`src/hdl/sqv_pkg.sv`:
```
// Shared types, widths and constants of the sprite quad vertex generator.
package sqv_pkg;

  localparam int unsigned CORDIC_STEPS = 16;
  localparam int unsigned NCELLS       = 17;
  localparam int unsigned CS_W         = 19;
  localparam int unsigned Z_W          = 18;
  localparam int unsigned OFS_W        = 26;
  localparam int unsigned SC_W         = 42;
  localparam int unsigned HALF_W       = 21;
  localparam int unsigned PROD_W       = 62;
  localparam int unsigned RND_W        = 39;
  localparam int unsigned SUM_W        = 40;
  localparam int unsigned SIZE_W       = 13;
  localparam int unsigned Q_W          = 17;
  localparam int unsigned IN_W         = 224;
  localparam int unsigned OUT_W        = 120;

  localparam logic signed [CS_W-1:0] CORDIC_START = 19'sd19898;
  localparam logic signed [CS_W-1:0] ONE_Q15      = 19'sd32768;
  localparam logic [Q_W-1:0]         UV_MAX       = 17'd131071;

  localparam logic CFG_TEX_W = 1'b0;
  localparam logic CFG_TEX_H = 1'b1;

  typedef struct packed {
    logic                          valid;
    logic signed [CS_W-1:0]        x;
    logic signed [CS_W-1:0]        y;
    logic signed [Z_W-1:0]         z;
    logic                          neg;
    logic                          zero;
    logic [3:0][SIZE_W-1:0]        rem;
    logic [3:0][Q_W-1:0]           nlo;
    logic [3:0][Q_W-1:0]           quo;
    logic [3:0]                    sat;
    logic signed [OFS_W-1:0]       ax0;
    logic signed [OFS_W-1:0]       ax1;
    logic signed [OFS_W-1:0]       ay0;
    logic signed [OFS_W-1:0]       ay1;
    logic [15:0]                   scx;
    logic [15:0]                   scy;
    logic signed [24:0]            wx;
    logic signed [24:0]            wy;
    logic [31:0]                   tint;
  } pipe_t;

  typedef struct packed {
    logic signed [24:0] wx;
    logic signed [24:0] wy;
    logic [31:0]        tint;
    logic [3:0][Q_W-1:0] uv;
  } side_t;

  function automatic logic signed [Z_W-1:0] atan_lut(input int unsigned i);
    logic signed [Z_W-1:0] r;
    begin
      unique case (i)
        0:       r = 18'sd8192;
        1:       r = 18'sd4836;
        2:       r = 18'sd2555;
        3:       r = 18'sd1297;
        4:       r = 18'sd651;
        5:       r = 18'sd326;
        6:       r = 18'sd163;
        7:       r = 18'sd81;
        8:       r = 18'sd41;
        9:       r = 18'sd20;
        10:      r = 18'sd10;
        11:      r = 18'sd5;
        12:      r = 18'sd3;
        13:      r = 18'sd1;
        14:      r = 18'sd1;
        default: r = 18'sd0;
      endcase
      return r;
    end
  endfunction

endpackage

```
`src/hdl/sqv_front.sv`:
```
// Input stage: unpacks a sprite, folds the angle, builds offsets and divider operands.
module sqv_front import sqv_pkg::*; (
  input  logic              clk,
  input  logic              rst_n,
  input  logic              en,
  input  logic              in_valid,
  input  logic [IN_W-1:0]   in_data,
  input  logic [SIZE_W-1:0] tw,
  input  logic [SIZE_W-1:0] th,
  output pipe_t             q
);

  pipe_t                   q_r;
  pipe_t                   q_nxt;
  logic signed [23:0]      px, py, ox, oy;
  logic [15:0]             ang;
  logic [11:0]             sx, sy, sw, sh;
  logic signed [Z_W-1:0]   z0;
  logic                    size_zero;
  logic                    rect_zero;
  logic [SIZE_W-1:0]       cw, ch;
  logic [3:0][SIZE_W-1:0]  pix;
  logic [3:0][SIZE_W-1:0]  dv;
  logic [3:0][28:0]        num;

  always_comb begin
    px  = in_data[23:0];
    py  = in_data[47:24];
    ox  = in_data[71:48];
    oy  = in_data[95:72];
    ang = in_data[143:128];
    sx  = in_data[155:144];
    sy  = in_data[167:156];
    sw  = in_data[179:168];
    sh  = in_data[191:180];

    size_zero = (sw == 12'd0) && (sh == 12'd0);
    rect_zero = size_zero && (sx == 12'd0) && (sy == 12'd0);
    cw = size_zero ? tw : {1'b0, sw};
    ch = size_zero ? th : {1'b0, sh};

    z0 = Z_W'($signed(ang));
    q_nxt.neg = 1'b0;
    if (z0 > 18'sd16384) begin
      z0 = z0 - 18'sd32768;
      q_nxt.neg = 1'b1;
    end else if (z0 < -18'sd16384) begin
      z0 = z0 + 18'sd32768;
      q_nxt.neg = 1'b1;
    end

    q_nxt.valid = in_valid;
    q_nxt.x     = CORDIC_START;
    q_nxt.y     = '0;
    q_nxt.z     = z0;
    q_nxt.zero  = (ang == 16'd0);

    pix[0] = {1'b0, sx};
    pix[1] = rect_zero ? tw : SIZE_W'({1'b0, sx} + {1'b0, sw});
    pix[2] = {1'b0, sy};
    pix[3] = rect_zero ? th : SIZE_W'({1'b0, sy} + {1'b0, sh});
    dv[0] = tw;
    dv[1] = tw;
    dv[2] = th;
    dv[3] = th;
    for (int k = 0; k < 4; k++) begin
      num[k] = {pix[k], 16'd0} + 29'(dv[k] >> 1);
      q_nxt.rem[k] = {1'b0, num[k][28:17]};
      q_nxt.sat[k] = ({1'b0, num[k][28:17]} >= dv[k]);
      q_nxt.nlo[k] = num[k][16:0];
      q_nxt.quo[k] = '0;
    end

    q_nxt.ax0  = -OFS_W'(ox);
    q_nxt.ay0  = -OFS_W'(oy);
    q_nxt.ax1  = $signed(OFS_W'({cw, 8'd0})) - OFS_W'(ox);
    q_nxt.ay1  = $signed(OFS_W'({ch, 8'd0})) - OFS_W'(oy);
    q_nxt.scx  = in_data[111:96];
    q_nxt.scy  = in_data[127:112];
    q_nxt.wx   = 25'(px) + 25'(ox);
    q_nxt.wy   = 25'(py) + 25'(oy);
    q_nxt.tint = in_data[223:192];
  end

  always_ff @(posedge clk) begin
    if (!rst_n) begin
      q_r.valid <= 1'b0;
    end else if (en) begin
      q_r <= q_nxt;
    end
  end

  assign q = q_r;

endmodule

```
`config.mk`:
```
export PLATFORM = sky130hd
export DESIGN_NAME = sqv_front
export DESIGN_NICKNAME = d
export VERILOG_FILES = /design/src/hdl/sqv_pkg.sv /design/src/hdl/sqv_front.sv
export SDC_FILE = /design/constraint.sdc
export NUM_CORES = 1
export LEC_CHECK = 0
export ABC_AREA = 1
export CORE_AREA = 2 2 279 281
export CTS_CLUSTER_DIAMETER = 50
export DETAILED_ROUTE_END_ITERATION = 10
export DIE_AREA = 0 0 281 283
export DONT_BUFFER_PORTS = 1
export PLACE_DENSITY = 0.47
export SYNTH_ARGS = -nofsm -noshare
export SYNTH_HDL_FRONTEND = slang
export SYNTH_SLANG_ARGS = --single-unit
```
`constraint.sdc`:
```
create_clock -name clk -period 17.94 [get_ports clk]
set_input_delay 2.691 -clock clk [delete_from_list [all_inputs] [get_ports clk]]
set_output_delay 2.691 -clock clk [all_outputs]
set_load 0.005 [all_outputs]
```
=== Yosys cells after proc, flatten, opt, wreduce, memory -nomap -nowiden ===
Index checks and enable logic that the tools add are counted.

* Flip-flop bits (word level): 359
* Input bits: 254
* Output and inout port bits: 469
* Logic and storage cells: 58

* $add $sub $neg: 14
* Magnitude comparators: 6
* Multiplexer cells: 7
* Reduce and logical (&&, ||, !) cells: 9

{| class="wikitable"
|+ Operator list
! operator !! count
|-
| 28-bit by 12-bit adder with 29-bit output || 2
|-
| 29-bit by 12-bit adder with 29-bit output || 2
|-
| 12-bit by 13-bit greater-or-equal comparator with 1-bit output || 4
|-
| 13-bit 2-to-1 mux || 4
|-
| 24-bit negator with 26-bit output || 2
|-
| 24-bit by 24-bit adder with 25-bit output || 2
|-
| 22-bit by 24-bit subtractor with 25-bit output || 2
|-
| 12-bit logical NOT || 4
|-
| 18-bit 2-to-1 mux || 2
|-
| 12-bit by 12-bit adder with 13-bit output || 2
|-
| 16-bit by 17-bit adder with 18-bit output (second input constant) || 1
|-
| 16-bit by 17-bit subtractor with 18-bit output (second input constant) || 1
|-
| 16-bit > comparator (second input constant) || 1
|-
| 16-bit logical NOT || 1
|-
| 16-bit by 15-bit less-than comparator with 1-bit output (second input constant) || 1
|-
| 1-bit logical AND || 3
|-
| 2-bit AND reduction || 1
|-
| 1-bit 2-to-1 mux || 1
|}

=== Depth between registers and ports, before layout ===
* Depth after elaboration: 7
* Gate-level depth with buffers: 19
* Depth with buffers taken out: 18

=== Worst setup path after synthesis ===
OpenSTA, ideal clock, no wires.

* Path type: input to register
* Start point: in rst_n
* End point: reg q_r, in the netlist q[0] (enable)
* Setup time: 647 ps
* Arrival time: 8416 ps
* Data required time: 17293 ps
* Slack: 8877 ps
* Stages: 2
* Buffers on the path: 0
* Cell sequence: nand2_1 inv_1

* Word-level cells in the longest chain between the ends: 1

{| class="wikitable"
|+ Ends and longest elaborated chain
! element !! RTL line !! text
|-
| from (decl) || sqv_front.sv:4 || <nowiki>input logic rst_n,</nowiki>
|-
| 2-bit AND reduction (no source line) || n/a ||
|-
| to (signal assigned) || sqv_front.sv:89 || <nowiki>q_r <= q_nxt;</nowiki>
|-
| to (decl) || sqv_front.sv:13 || <nowiki>pipe_t q_r;</nowiki>
|}

No other way between the ends.
A chain may end at the register's enable or synchronous reset.

=== Final worst setup path ===
* Start point: in rst_n
* End point: reg q_r, in the netlist q[377] (enable)

The elaborated chain is that of the path after synthesis.

==> impl_results.md <==
* Post-DRT Antenna Nets at 0
* Minimum clock period at 5.685 ns
* DRC at 0
* Final setup violation count at 0
* Area growth syn-to-layout at 10.67%
* Max reg flops at 298
* Met2 GRT Util at 33.09%
* Layout cell share with drive strength beyond 1 at 5.210%
* Via count at 15196
* Worst min path class: reg -> reg
* CTS tree: done
* Grt peak-use layer: met2
* Synth Area in Compound Gates at 5.646%
* RSZ-0062 raised after global routing: false
* DR iter-0 viols at 940
* Number of global-route vias before repair at 14808
* Final wirelength at 73430 um
* Max_cap viols at 0
* Synth top area cells: edfxtp_1 (45%), nand2_1 (11%), ha_1 (9.2%)
* Post-synth EDFFs at 297
* # resized after CTS at 0
* Pwr per Cell Area at 97.84 nW/um2
* R2R Setup Slk at 17.28 ns
* Synth top cells by count: nand2_1 (592), inv_1 (312), edfxtp_1 (297)
* Yosys top cell by area: edfxtp_1
* Worst Path Arrival at 5.89 ns
* Leak Pwr at 0.009679 uW
* Ys async rst share at 0%
* Final setup margin at 12.26 ns
* # rows at 102
* Setup_tns at 0 ns
* Max Freq at 175.9 MHz
* Largest net degree at the start of global routing at 90
* Mux contribution to synthesized area at 0%
* Synth cell types at 41
* Chip height at 283 um
* Via-per-instance ratio at 4.465
* Ys flop type: edfxtp_1
* Worst Setup Start Kind: input port
* Pre-antenna DRT Iters at 5
* # H-tree levels at 2
* Ports at 723
* Area of the multi-input gates at 8846 um2
* Reg area at 8939 um2
* Largest family of logic cells by synthesized area: simple AND/OR/NAND/NOR gates
* Pint at 1488 uW
* Worst Setup Path Type: in -> reg
* Worst slew pin tran at 0.9603 ns
* Clk slew on worst S/H paths at 0.06 ns
* Root buffer cell: clkbuf_16
* Synth Area in XOR/XNOR at 4.014%
* Simple-Gate Fraction of Synth Area at 22.87%
* Status: complete, no violations
* Met3 Use GR at 6.424%
* Average wire per standard cell at 21.58 um
* Crit Path Max Fanout at 89
* Post-DP HPWL at 61760 um
* All-layer global routing usage at 17.83%
* Crit path capture type: flop
* Sequential-to-total area share from yosys stat at 45.02%
* Cells after Synth at 2320
* Clock Skew at 0 ns
* Sw Ratio at 30.79%
* Full die area at 79520 um2
* Fill cells at 8193
* Final core occ at 28.65%
* Warning count from the yosys run at 0
* Syn Std Cell Area at 19860 um2
* CTS Sinks at 298
* Synth Register Bits at 298
* Mean Syn Cell Area at 8.558 um2
* Global-route wire length before repair at 103500 um
* Clock Tree Buf Depth at 3
* Hold_buf cts at 0
* WP data required at 18.15 ns
* Clk pwr share at 43.3%
* Met1 usage at 18.80%
* Share of the clock period used by the worst path at 31.69%
* Adder-cell area share of the yosys netlist at 9.604%
* Share of the synthesized area in the top cell type at 44.92%
* Comb pwr share at 15.2%
* Initial antenna violation count at 3
* Sequential share of power at 41.5%
* Psw at 661.9 uW
* Congestion Overflow GR at 0
* Max Slew Vio Count at 0
* Input/output buffers at 0
* Placer Congestion at 0.9393
* CTS buffer count at 49
* Initial Util at 25.89%
* Final nets at 2725
* Post-CTS Setup Bufs at 0
* Fin. Hold Viols at 0
* Die W at 281 um
* DP Worst Slack at 11.56 ns
* Top-count cell post-synth: nand2_1
* Worst-Skew Late Latency at 0.59 ns
* Core area at 76700 um2
* Peak VDD IR at 0.00006693 V
* Max-slew headroom at 35.98%
[layout by cell type (no fill, tap or decap), types with 3 or more instances in the layout]
master      instances
clkbuf_16          49
nor3_1             26
inv_1             311
o21ai_0            46
fa_1                4
nand3_2             3
or2_2               4
o21ai_1            10
clkinv_8            4
nor3_2              5
nand3_1           139
clkinv_2            7
nand4_1            51
inv_2               5
a21oi_1           131
clkinv_4            4
conb_1            128
o21bai_1           13
edfxtp_1          297
nand2_1           592
inv_6               9
xor2_1             65
nor2_4              4
inv_8               9
xnor2_1            26
nand3b_1            6
clkinvlp_4          4
a21o_1              3
ha_1              146
nor2_1            219
buf_4               4
nor4_1             11
[path summary, 6_finish.rpt]
check,from,endpoint,depth (start not counted)
min,q[468],q[468],2
max reg2reg,q[468],q[468],2
min reg2reg,q[468],q[468],2
max,rst_n,q[377],5
[power by group through the flow]
stage               clock network [uW]  registers, uW  logic, uW
global placement                     0            911        325
finish                             931            891        327
detailed placement                   0            909        326
CTS                                961            896        328
floorplan                            0            884        268
global route                       986            899        374
[stage by stage]
step / std cells / power, uW / hold WS [ns] / area (um2)
finish: 3403 / 2150 / 0.5877 / 21970
global route: 3401 / 2260 / 0.6361 / 21970
CTS: 3401 / 2185 / 0.5820 / 21970
detailed placement: 3310 / 1235 / 0.5689 / 20320
global placement: 3310 / 1236 / 0.5651 / 20320
floorplan: 2446 / 1152 / 0.5248 / 20330
[critical path, cell delays in order]
cell	delay, ns
nand2_1	0.11
inv_8	0.42
buf_4	0.84
buf_4	0.82
buf_4	0.85
[layout make-up]
cell class | instances | area share, %
flip-flops and latches | 298 | 40.68
multi-input cells | 1650 | 40.26
well taps | 1040 | 5.922
clock buffers | 51 | 5.614
inverters | 318 | 5.489
clock inverters | 40 | 1.879
repair buffers | 4 | 0.1367
diodes | 2 | 0.02278
[metal layers]
layer,wire length (um),vias up
met5,0,-
met4,1874,0
met3,7034,84
met2,37900,676
met1,26620,7008
li1,-,7428
[cells by family (layout without fill, tap and decap cells)]
logic type | after synthesis | count (layout)
flops | 298 | 298
other cells | 2 | 130
fa+ha+maj | 150 | 150
buf+inv | 498 | 413
simple gates | 1070 | 1070
xor+xnor | 91 | 91
compound gates | 211 | 211
Power figures use the tool's default switching activity.
