--- config.mk ---
export PLATFORM = sky130hd
export DESIGN_NAME = sqv_cell
export DESIGN_NICKNAME = d
export VERILOG_FILES = /design/src/hdl/sqv_pkg.sv /design/src/hdl/sqv_cell.sv
export SDC_FILE = /design/constraint.sdc
export NUM_CORES = 1
export LEC_CHECK = 0
export ABC_CLOCK_PERIOD_IN_PS = 16750
export BUFFER_PORTS_ARGS = -buffer_cell sky130_fd_sc_hd__buf_2
export CAP_MARGIN = 20
export CORE_AREA = 2 2 378 380
export DETAILED_ROUTE_END_ITERATION = 10
export DIE_AREA = 0 0 380 382
export PLACE_DENSITY = 0.43
export RECOVER_POWER = 25
export SETUP_SLACK_MARGIN = 0.4
export SYNTH_ARGS = -nofsm -noshare
export SYNTH_HDL_FRONTEND = slang
export SYNTH_SLANG_ARGS = --single-unit
--- constraint.sdc ---
create_clock -name clk -period 16.75 [get_ports clk]
set_input_delay 3.35 -clock clk [delete_from_list [all_inputs] [get_ports clk]]
set_output_delay 3.35 -clock clk [all_outputs]
set_load 0.02 [all_outputs]
--- src/hdl/sqv_pkg.sv ---
// Shared types, widths and constants of the sprite quad vertex generator.
package sqv_pkg;

  localparam int unsigned CORDIC_STEPS = 16;
  localparam int unsigned NCELLS       = 17;
  localparam int unsigned CS_W         = 19;
  localparam int unsigned Z_W          = 18;
  localparam int unsigned OFS_W        = 26;
  localparam int unsigned SC_W         = 42;
  localparam int unsigned HALF_W       = 21;
  localparam int unsigned PROD_W       = 62;
  localparam int unsigned RND_W        = 39;
  localparam int unsigned SUM_W        = 40;
  localparam int unsigned SIZE_W       = 13;
  localparam int unsigned Q_W          = 17;
  localparam int unsigned IN_W         = 224;
  localparam int unsigned OUT_W        = 120;

  localparam logic signed [CS_W-1:0] CORDIC_START = 19'sd19898;
  localparam logic signed [CS_W-1:0] ONE_Q15      = 19'sd32768;
  localparam logic [Q_W-1:0]         UV_MAX       = 17'd131071;

  localparam logic CFG_TEX_W = 1'b0;
  localparam logic CFG_TEX_H = 1'b1;

  typedef struct packed {
    logic                          valid;
    logic signed [CS_W-1:0]        x;
    logic signed [CS_W-1:0]        y;
    logic signed [Z_W-1:0]         z;
    logic                          neg;
    logic                          zero;
    logic [3:0][SIZE_W-1:0]        rem;
    logic [3:0][Q_W-1:0]           nlo;
    logic [3:0][Q_W-1:0]           quo;
    logic [3:0]                    sat;
    logic signed [OFS_W-1:0]       ax0;
    logic signed [OFS_W-1:0]       ax1;
    logic signed [OFS_W-1:0]       ay0;
    logic signed [OFS_W-1:0]       ay1;
    logic [15:0]                   scx;
    logic [15:0]                   scy;
    logic signed [24:0]            wx;
    logic signed [24:0]            wy;
    logic [31:0]                   tint;
  } pipe_t;

  typedef struct packed {
    logic signed [24:0] wx;
    logic signed [24:0] wy;
    logic [31:0]        tint;
    logic [3:0][Q_W-1:0] uv;
  } side_t;

  function automatic logic signed [Z_W-1:0] atan_lut(input int unsigned i);
    logic signed [Z_W-1:0] r;
    begin
      unique case (i)
        0:       r = 18'sd8192;
        1:       r = 18'sd4836;
        2:       r = 18'sd2555;
        3:       r = 18'sd1297;
        4:       r = 18'sd651;
        5:       r = 18'sd326;
        6:       r = 18'sd163;
        7:       r = 18'sd81;
        8:       r = 18'sd41;
        9:       r = 18'sd20;
        10:      r = 18'sd10;
        11:      r = 18'sd5;
        12:      r = 18'sd3;
        13:      r = 18'sd1;
        14:      r = 18'sd1;
        default: r = 18'sd0;
      endcase
      return r;
    end
  endfunction

endpackage

--- src/hdl/sqv_cell.sv ---
// Chain cell: CORDIC step if IDX < CORDIC_STEPS; a quotient bit for each of four UV lanes.
module sqv_cell import sqv_pkg::*; #(
  parameter int unsigned IDX = 0
) (
  input  logic              clk,
  input  logic              rst_n,
  input  logic              en,
  input  logic [SIZE_W-1:0] tw,
  input  logic [SIZE_W-1:0] th,
  input  pipe_t             d,
  output pipe_t             q
);

  pipe_t                  q_r;
  pipe_t                  q_nxt;
  logic [SIZE_W:0]        r2;
  logic [SIZE_W-1:0]      dv;
  logic                   ge;

  always_comb begin
    q_nxt = d;
    if (IDX < CORDIC_STEPS) begin
      if (d.z >= 0) begin
        q_nxt.x = d.x - (d.y >>> IDX);
        q_nxt.y = d.y + (d.x >>> IDX);
        q_nxt.z = d.z - atan_lut(IDX);
      end else begin
        q_nxt.x = d.x + (d.y >>> IDX);
        q_nxt.y = d.y - (d.x >>> IDX);
        q_nxt.z = d.z + atan_lut(IDX);
      end
    end
    for (int k = 0; k < 4; k++) begin
      dv = (k < 2) ? tw : th;
      r2 = {d.rem[k], d.nlo[k][Q_W-1]};
      ge = (r2 >= {1'b0, dv});
      q_nxt.rem[k] = ge ? SIZE_W'(r2 - {1'b0, dv}) : SIZE_W'(r2);
      q_nxt.nlo[k] = {d.nlo[k][Q_W-2:0], 1'b0};
      q_nxt.quo[k] = {d.quo[k][Q_W-2:0], ge};
    end
  end

  always_ff @(posedge clk) begin
    if (!rst_n) begin
      q_r.valid <= 1'b0;
    end else if (en) begin
      q_r <= q_nxt;
    end
  end

  assign q = q_r;

endmodule

# Yosys cells after proc, flatten, opt, wreduce, memory -nomap -nowiden
# Cells that the tools add are included.
# word_totals
ram_bits	0
romBits	0
elab_cells	48
out_inout_bits	469
memories	0
input_bits	498
latch_bits	0
ff_bits	465
# classes
eq_ne	0
n_reduce_logical	1
add_sub_neg	9
div	0
mux	5
bitwise	0
order_cmp	5
n_shift	0
mul	0
# op_table
cell	n
>= comparator 14 x 13 -> 1 bit	4
two-way mux 56 bit	1
two-way mux 13 bit	4
subtractor 13 bit	4
subtractor 19 bit	2
adder 19 bit	1
adder 18 x 15 -> 18 bit, second input constant	1
>= comparator 18 x 1 -> 1 bit, second input constant	1
subtractor 18 x 15 -> 18 bit, second input constant	1
AND reduction 2 bit	1

# Logic depth before layout (Yosys ltp)
# logic_depth
word_depth	2
mapped_depth	12
ltp_nobuf	11

# Least setup slack after synthesis
# Ideal clock, no wire load.
# synth_path
path_kind	in2reg
from	input en
to	register q_r (netlist bit q[0]) (enable)
required_ns	15.865
setup_time_ns	0.885
setup_slack_ns	2.116
path_stages	1
t_arrival_ns	13.749
cell_sequence	and2_1
# synth_via
elab_chain_cells	1
# synth_lines
item	line_no	text
start: declaration	sqv_cell.sv:7	input logic en,
AND reduction 2 bit (no line)	--	
end signal: assignment	sqv_cell.sv:47	q_r <= q_nxt;
end: declaration	sqv_cell.sv:14	pipe_t q_r;
# Every way passes these cells.
# A chain may end at the register's enable or synchronous reset.

==> out/results.env <==
SYNTH-WARNING-COUNT=0
SETUP_CRIT_END_KIND='flop'
CLOCKROOTBUFFER='sky130_fd_sc_hd__clkbuf_16'
CTSLONGESTPATHBUFFERS=3
NUMBER_OF_GLOBAL_ROUTE_VIAS_BEFORE_REPAIR=15400
CTS_POST_SETUP_BUFFERS_INSERTED=0
DRT.ANTENNA.VIOLATING_NETS=0
CTS_RESIZED=0
CPPEAKSTAGEDELAY_PS=710
POWER_DENSITY_nW_PER_UM2=114
CRITICAL_PATH_REQUIRED_PS=17160
CRITICAL_PATH_CLASS='in -> reg'
ROUTE.DETAILED.DRC=0
FIN_SETUP_TNS_PS=0
LARGEST_REGISTER_FF_COUNT=464
CELL_CHAIN_CRITICAL_PATH='clkbuf_1 -> or4_1 -> nor4_2 -> and4_4 -> nor2_4 -> buf_4 -> clkinv_4 -> fa_1 -> a21oi_1 -> nor2_1 -> nor2_1 -> xnor2_1'
FINAL.MIN_CLOCK_PERIOD_PS=5860
WORSTSKEWPAIRLATENCY_PS=680
CLK_PIN_SLEW_PS=60
FIRST_PASS_ITERS=5
CRIT_PATH_START_KIND='primary input'
HOLDPATHSTAGES=2
FINAL_HOLD_VIOLS=0
NETS=2983
POSTSYNTH.ASYNCRESETSHARE=0
SYNTH_AREA_PER_CELL_UM2=14.8
VIAS_PER_CELL=3.58
SYNTH-SEQ-AREA-SHARE=0.690
MAX_CAP_VIOLATIONS=0
WIRE_LENGTH_OF_THE_FIRST_GLOBAL_ROUTING_PASS_UM=124000
REPORT.FINAL.SLEW_VIOL_COUNT=0
PWR-SHARE-COMB=0.169
DRT_ITER0_DRC=867
R2R_END='q[468]$_SDFFE_PN0P_'
LAYOUT_CELLS_EXCL_FILL=4311
CORE-AREA_UM2=141000
CRITICAL_PATH_FANOUT_MAX=43
RR_WORST_DEPTH=2
CTS_TREE='done'
MAX_FREQ_MHz=171
POST-ROUTE-PERIOD-UTIL=0.350
CELLINTERNALPOWER_mW=2.37
DIE_WIDTH_UM=380
SWITCHING_SHARE=0.290
BUFFER_PORTS.INSERTED=958
PEAKVDDDROP_V=0.0000802
LAYOUT.FILLER_CELLS=15400
WHS_ENDPOINT='q[468]$_SDFFE_PN0P_'
DRT-TOTAL-WL_UM=94000
DRIVE_ABOVE_1_SHARE=0.450
SYNTH_FLOP_CELL='sky130_fd_sc_hd__edfxtp_1'
SYNTH_ENABLE_FLOP_CELLS=463
DP.FINAL_HPWL_UM=77200
RSZ0062_AT_GRT='false'
GP_CONGESTION=0.820
P_LEAK_nW=12.0
SEQPWRFRAC=0.425
SKEW_PS=0
GRT_OVERFLOW_TOTAL=0
CRIT_SLOWEST_CELL='sky130_fd_sc_hd__or4_1'
SYNTH-SEQ-CELLS=464
PATH_COMMON_CELL='sky130_fd_sc_hd__nor2_1'
CTS_NUM_SINKS=464
RRSETUPSLACK_PS=16160
SWITCHINGPOWER_mW=0.965
GRT.TOTAL_USAGE=0.124
FINALSETUPVIOLATIONS=0
LEVEL_COUNT_OF_THE_CLOCK_H_TREE=2
CTS-BUFFERS-INSERTED=60
GRT_ANTENNA_BEFORE_REPAIR=71
MULTIINPUTGATEAREA_UM2=5670
CRITPATHARRIVALTIME_PS=6270
GRT_START_MAX_NET_PINS=143
IO_PINS=967
ROUTED-VIA-COUNT=15400
MIN-DELAY-START='q[468]$_SDFFE_PN0P_'
CHIPHEIGHT_UM=382
HOLDBUFCOUNTCTS=0
NORMALIZED_MAX_SLEW_MARGIN=0.290
RELATIVE_AREA_CHANGE_FROM_SYNTHESIS_TO_FINAL_LAYOUT_PCT=45.1
ROUTE.DETAILED.WL_PER_INST_UM=21.8
POST_SYNTH_NUM_CELL_TYPES=83
WORST_R2R_STARTPOINT='q[468]$_SDFFE_PN0P_'
SYNTH.CELL_AREA_UM2=20200
CRIT_FAMILY='simple AND/OR/NAND/NOR gates'
STD_CELL_ROWS=138
DP.CELLS=4189
CRIT_BUF_INV=3
SYN_INST=1361
RUN_STATUS='completed'
SEQCELLAREA_UM2=13900
TIMING_WORST_SLEW_PIN_VALUE_PS=1060
CLOCK_POWER_SHARE=0.406
DESIGN.DIE.AREA_UM2=145000
INITIAL_CORE_UTIL=0.143
MIN_PATH_TYPE='reg -> reg'
-- cell usage after synthesis, types with 17 or more instances --
library cell,n,area [um2]
sky130_fd_sc_hd__a21oi_1,96,480
sky130_fd_sc_hd__xnor2_1,49,429
sky130_fd_sc_hd__inv_1,103,387
sky130_fd_sc_hd__o21a_1,19,143
sky130_fd_sc_hd__nor2_1,74,278
sky130_fd_sc_hd__nand2_1,50,188
sky130_fd_sc_hd__o21ai_0,66,330
sky130_fd_sc_hd__ha_1,116,1450
sky130_fd_sc_hd__nor2b_1,17,106
sky130_fd_sc_hd__xor2_1,17,149
sky130_fd_sc_hd__edfxtp_1,463,13900
sky130_fd_sc_hd__a21o_1,20,150
-- worst max path at each step --
stage               slack [ps]                to    from  depth (start not counted)
global route             10560  q[429]$_DFFE_PP_  d[422]                         12
CTS                      10700  q[429]$_DFFE_PP_  d[422]                         12
detailed placement        9960  q[429]$_DFFE_PP_  d[422]                         12
global placement         10000  q[429]$_DFFE_PP_  d[422]                         12
floorplan                 2120    q[0]$_DFFE_PP_      en                          1
finish                   10890  q[429]$_DFFE_PP_  d[422]                         12
-- layout by cell type (no fill, tap or decap), types with 5 or more instances in the layout --
| master | Yosys | routed |
|---|---|---|
| sky130_fd_sc_hd__or3_1 | 7 | 7 |
| sky130_fd_sc_hd__mux2_1 | 5 | 5 |
| sky130_fd_sc_hd__o21ai_1 | 14 | 14 |
| sky130_fd_sc_hd__mux2i_1 | 9 | 9 |
| sky130_fd_sc_hd__o31a_1 | 10 | 10 |
| sky130_fd_sc_hd__nand2_1 | 50 | 50 |
| sky130_fd_sc_hd__a211oi_1 | 5 | 5 |
| sky130_fd_sc_hd__or2_2 | 6 | 6 |
| sky130_fd_sc_hd__o211ai_1 | 5 | 5 |
| sky130_fd_sc_hd__nor2_1 | 74 | 74 |
| sky130_fd_sc_hd__buf_4 | 10 | 7 |
| sky130_fd_sc_hd__fa_1 | 8 | 8 |
| sky130_fd_sc_hd__mux2_2 | 14 | 14 |
| sky130_fd_sc_hd__o21ai_0 | 66 | 66 |
| sky130_fd_sc_hd__o31ai_1 | 11 | 11 |
| sky130_fd_sc_hd__a21oi_2 | 6 | 6 |
| sky130_fd_sc_hd__a21o_1 | 20 | 20 |
| sky130_fd_sc_hd__nor2b_1 | 17 | 17 |
| sky130_fd_sc_hd__xnor2_1 | 49 | 49 |
| sky130_fd_sc_hd__clkbuf_1 | 5 | 33 |
| sky130_fd_sc_hd__xor2_1 | 17 | 17 |
| sky130_fd_sc_hd__clkinv_4 | 1 | 5 |
| sky130_fd_sc_hd__o21a_1 | 19 | 19 |
| sky130_fd_sc_hd__a31oi_1 | 7 | 7 |
| sky130_fd_sc_hd__buf_2 | 13 | 929 |
| sky130_fd_sc_hd__clkinv_2 | 0 | 13 |
| sky130_fd_sc_hd__clkinv_1 | 0 | 12 |
| sky130_fd_sc_hd__a21oi_1 | 96 | 96 |
| sky130_fd_sc_hd__a21boi_0 | 7 | 7 |
| sky130_fd_sc_hd__nand2b_1 | 12 | 12 |
| sky130_fd_sc_hd__bufinv_16 | 0 | 8 |
| sky130_fd_sc_hd__diode_2 | 0 | 10 |
| sky130_fd_sc_hd__inv_1 | 103 | 103 |
| sky130_fd_sc_hd__nand3_1 | 13 | 13 |
| sky130_fd_sc_hd__nor3_1 | 16 | 16 |
| sky130_fd_sc_hd__edfxtp_1 | 463 | 463 |
| sky130_fd_sc_hd__clkbuf_16 | 0 | 60 |
| sky130_fd_sc_hd__ha_1 | 116 | 116 |
-- worst min-delay path: stages (launching register included) --
cell	delay (ps)
sky130_fd_sc_hd__dfxtp_1	310
sky130_fd_sc_hd__mux2i_1	120
sky130_fd_sc_hd__nor2b_1	60
-- power groups by stage --
stage	sequential (mW)	clock, mW	combinational (mW)
2_1_floorplan	1.57	0	0.207
3_3_place_gp	1.44	0	0.574
3_5_place_dp	1.44	0	0.573
4_1_cts	1.42	1.41	0.576
5_1_grt	1.42	1.44	0.613
6_report	1.42	1.35	0.564
-- per-stage QoR --
stage | area [um2] | setup WS (ps) | util | hold slack [ps] | power [mW]
final | 29300 | 10890 | 0.208 | 527 | 3.33
after global routing | 29300 | 10560 | 0.208 | 595 | 3.48
after CTS | 29300 | 10700 | 0.208 | 533 | 3.40
after detailed placement | 27200 | 9960 | 0.193 | 524 | 2.01
after global placement | 27200 | 10000 | 0.193 | 506 | 2.01
after floorplan | 20200 | 2120 | - | 589 | 1.78
-- per-layer routing --
layer  vias to the layer above  GRT usage  routed length, um
met3                       204     0.0621              10700
met2                       760      0.203              44100
met5                         -          0                299
li1                       7118          -                  -
met4                        44     0.0505               3960
met1                      7301      0.135              34900
-- kinds of logic after synthesis --
group / share of synthesized area
multiplexers: 0.0151
AO/OA/AOI/OAI: 0.101
flip-flops: 0.690
buffers and inverters: 0.0301
adder cells (fa/ha/maj): 0.0798
XOR/XNOR: 0.0286
other: 0.000186
AND/OR/NAND/NOR: 0.0554
-- cell type report --
type	instances	area share
diodes	10	0.000855
inverters	106	0.0138
clock buffers	64	0.0518
well taps	1890	0.0808
repair buffers	967	0.166
flip-flops and latches	464	0.476
multi-input cells	762	0.194
clock inverters	48	0.0181
Power figures use the tool's default switching activity.
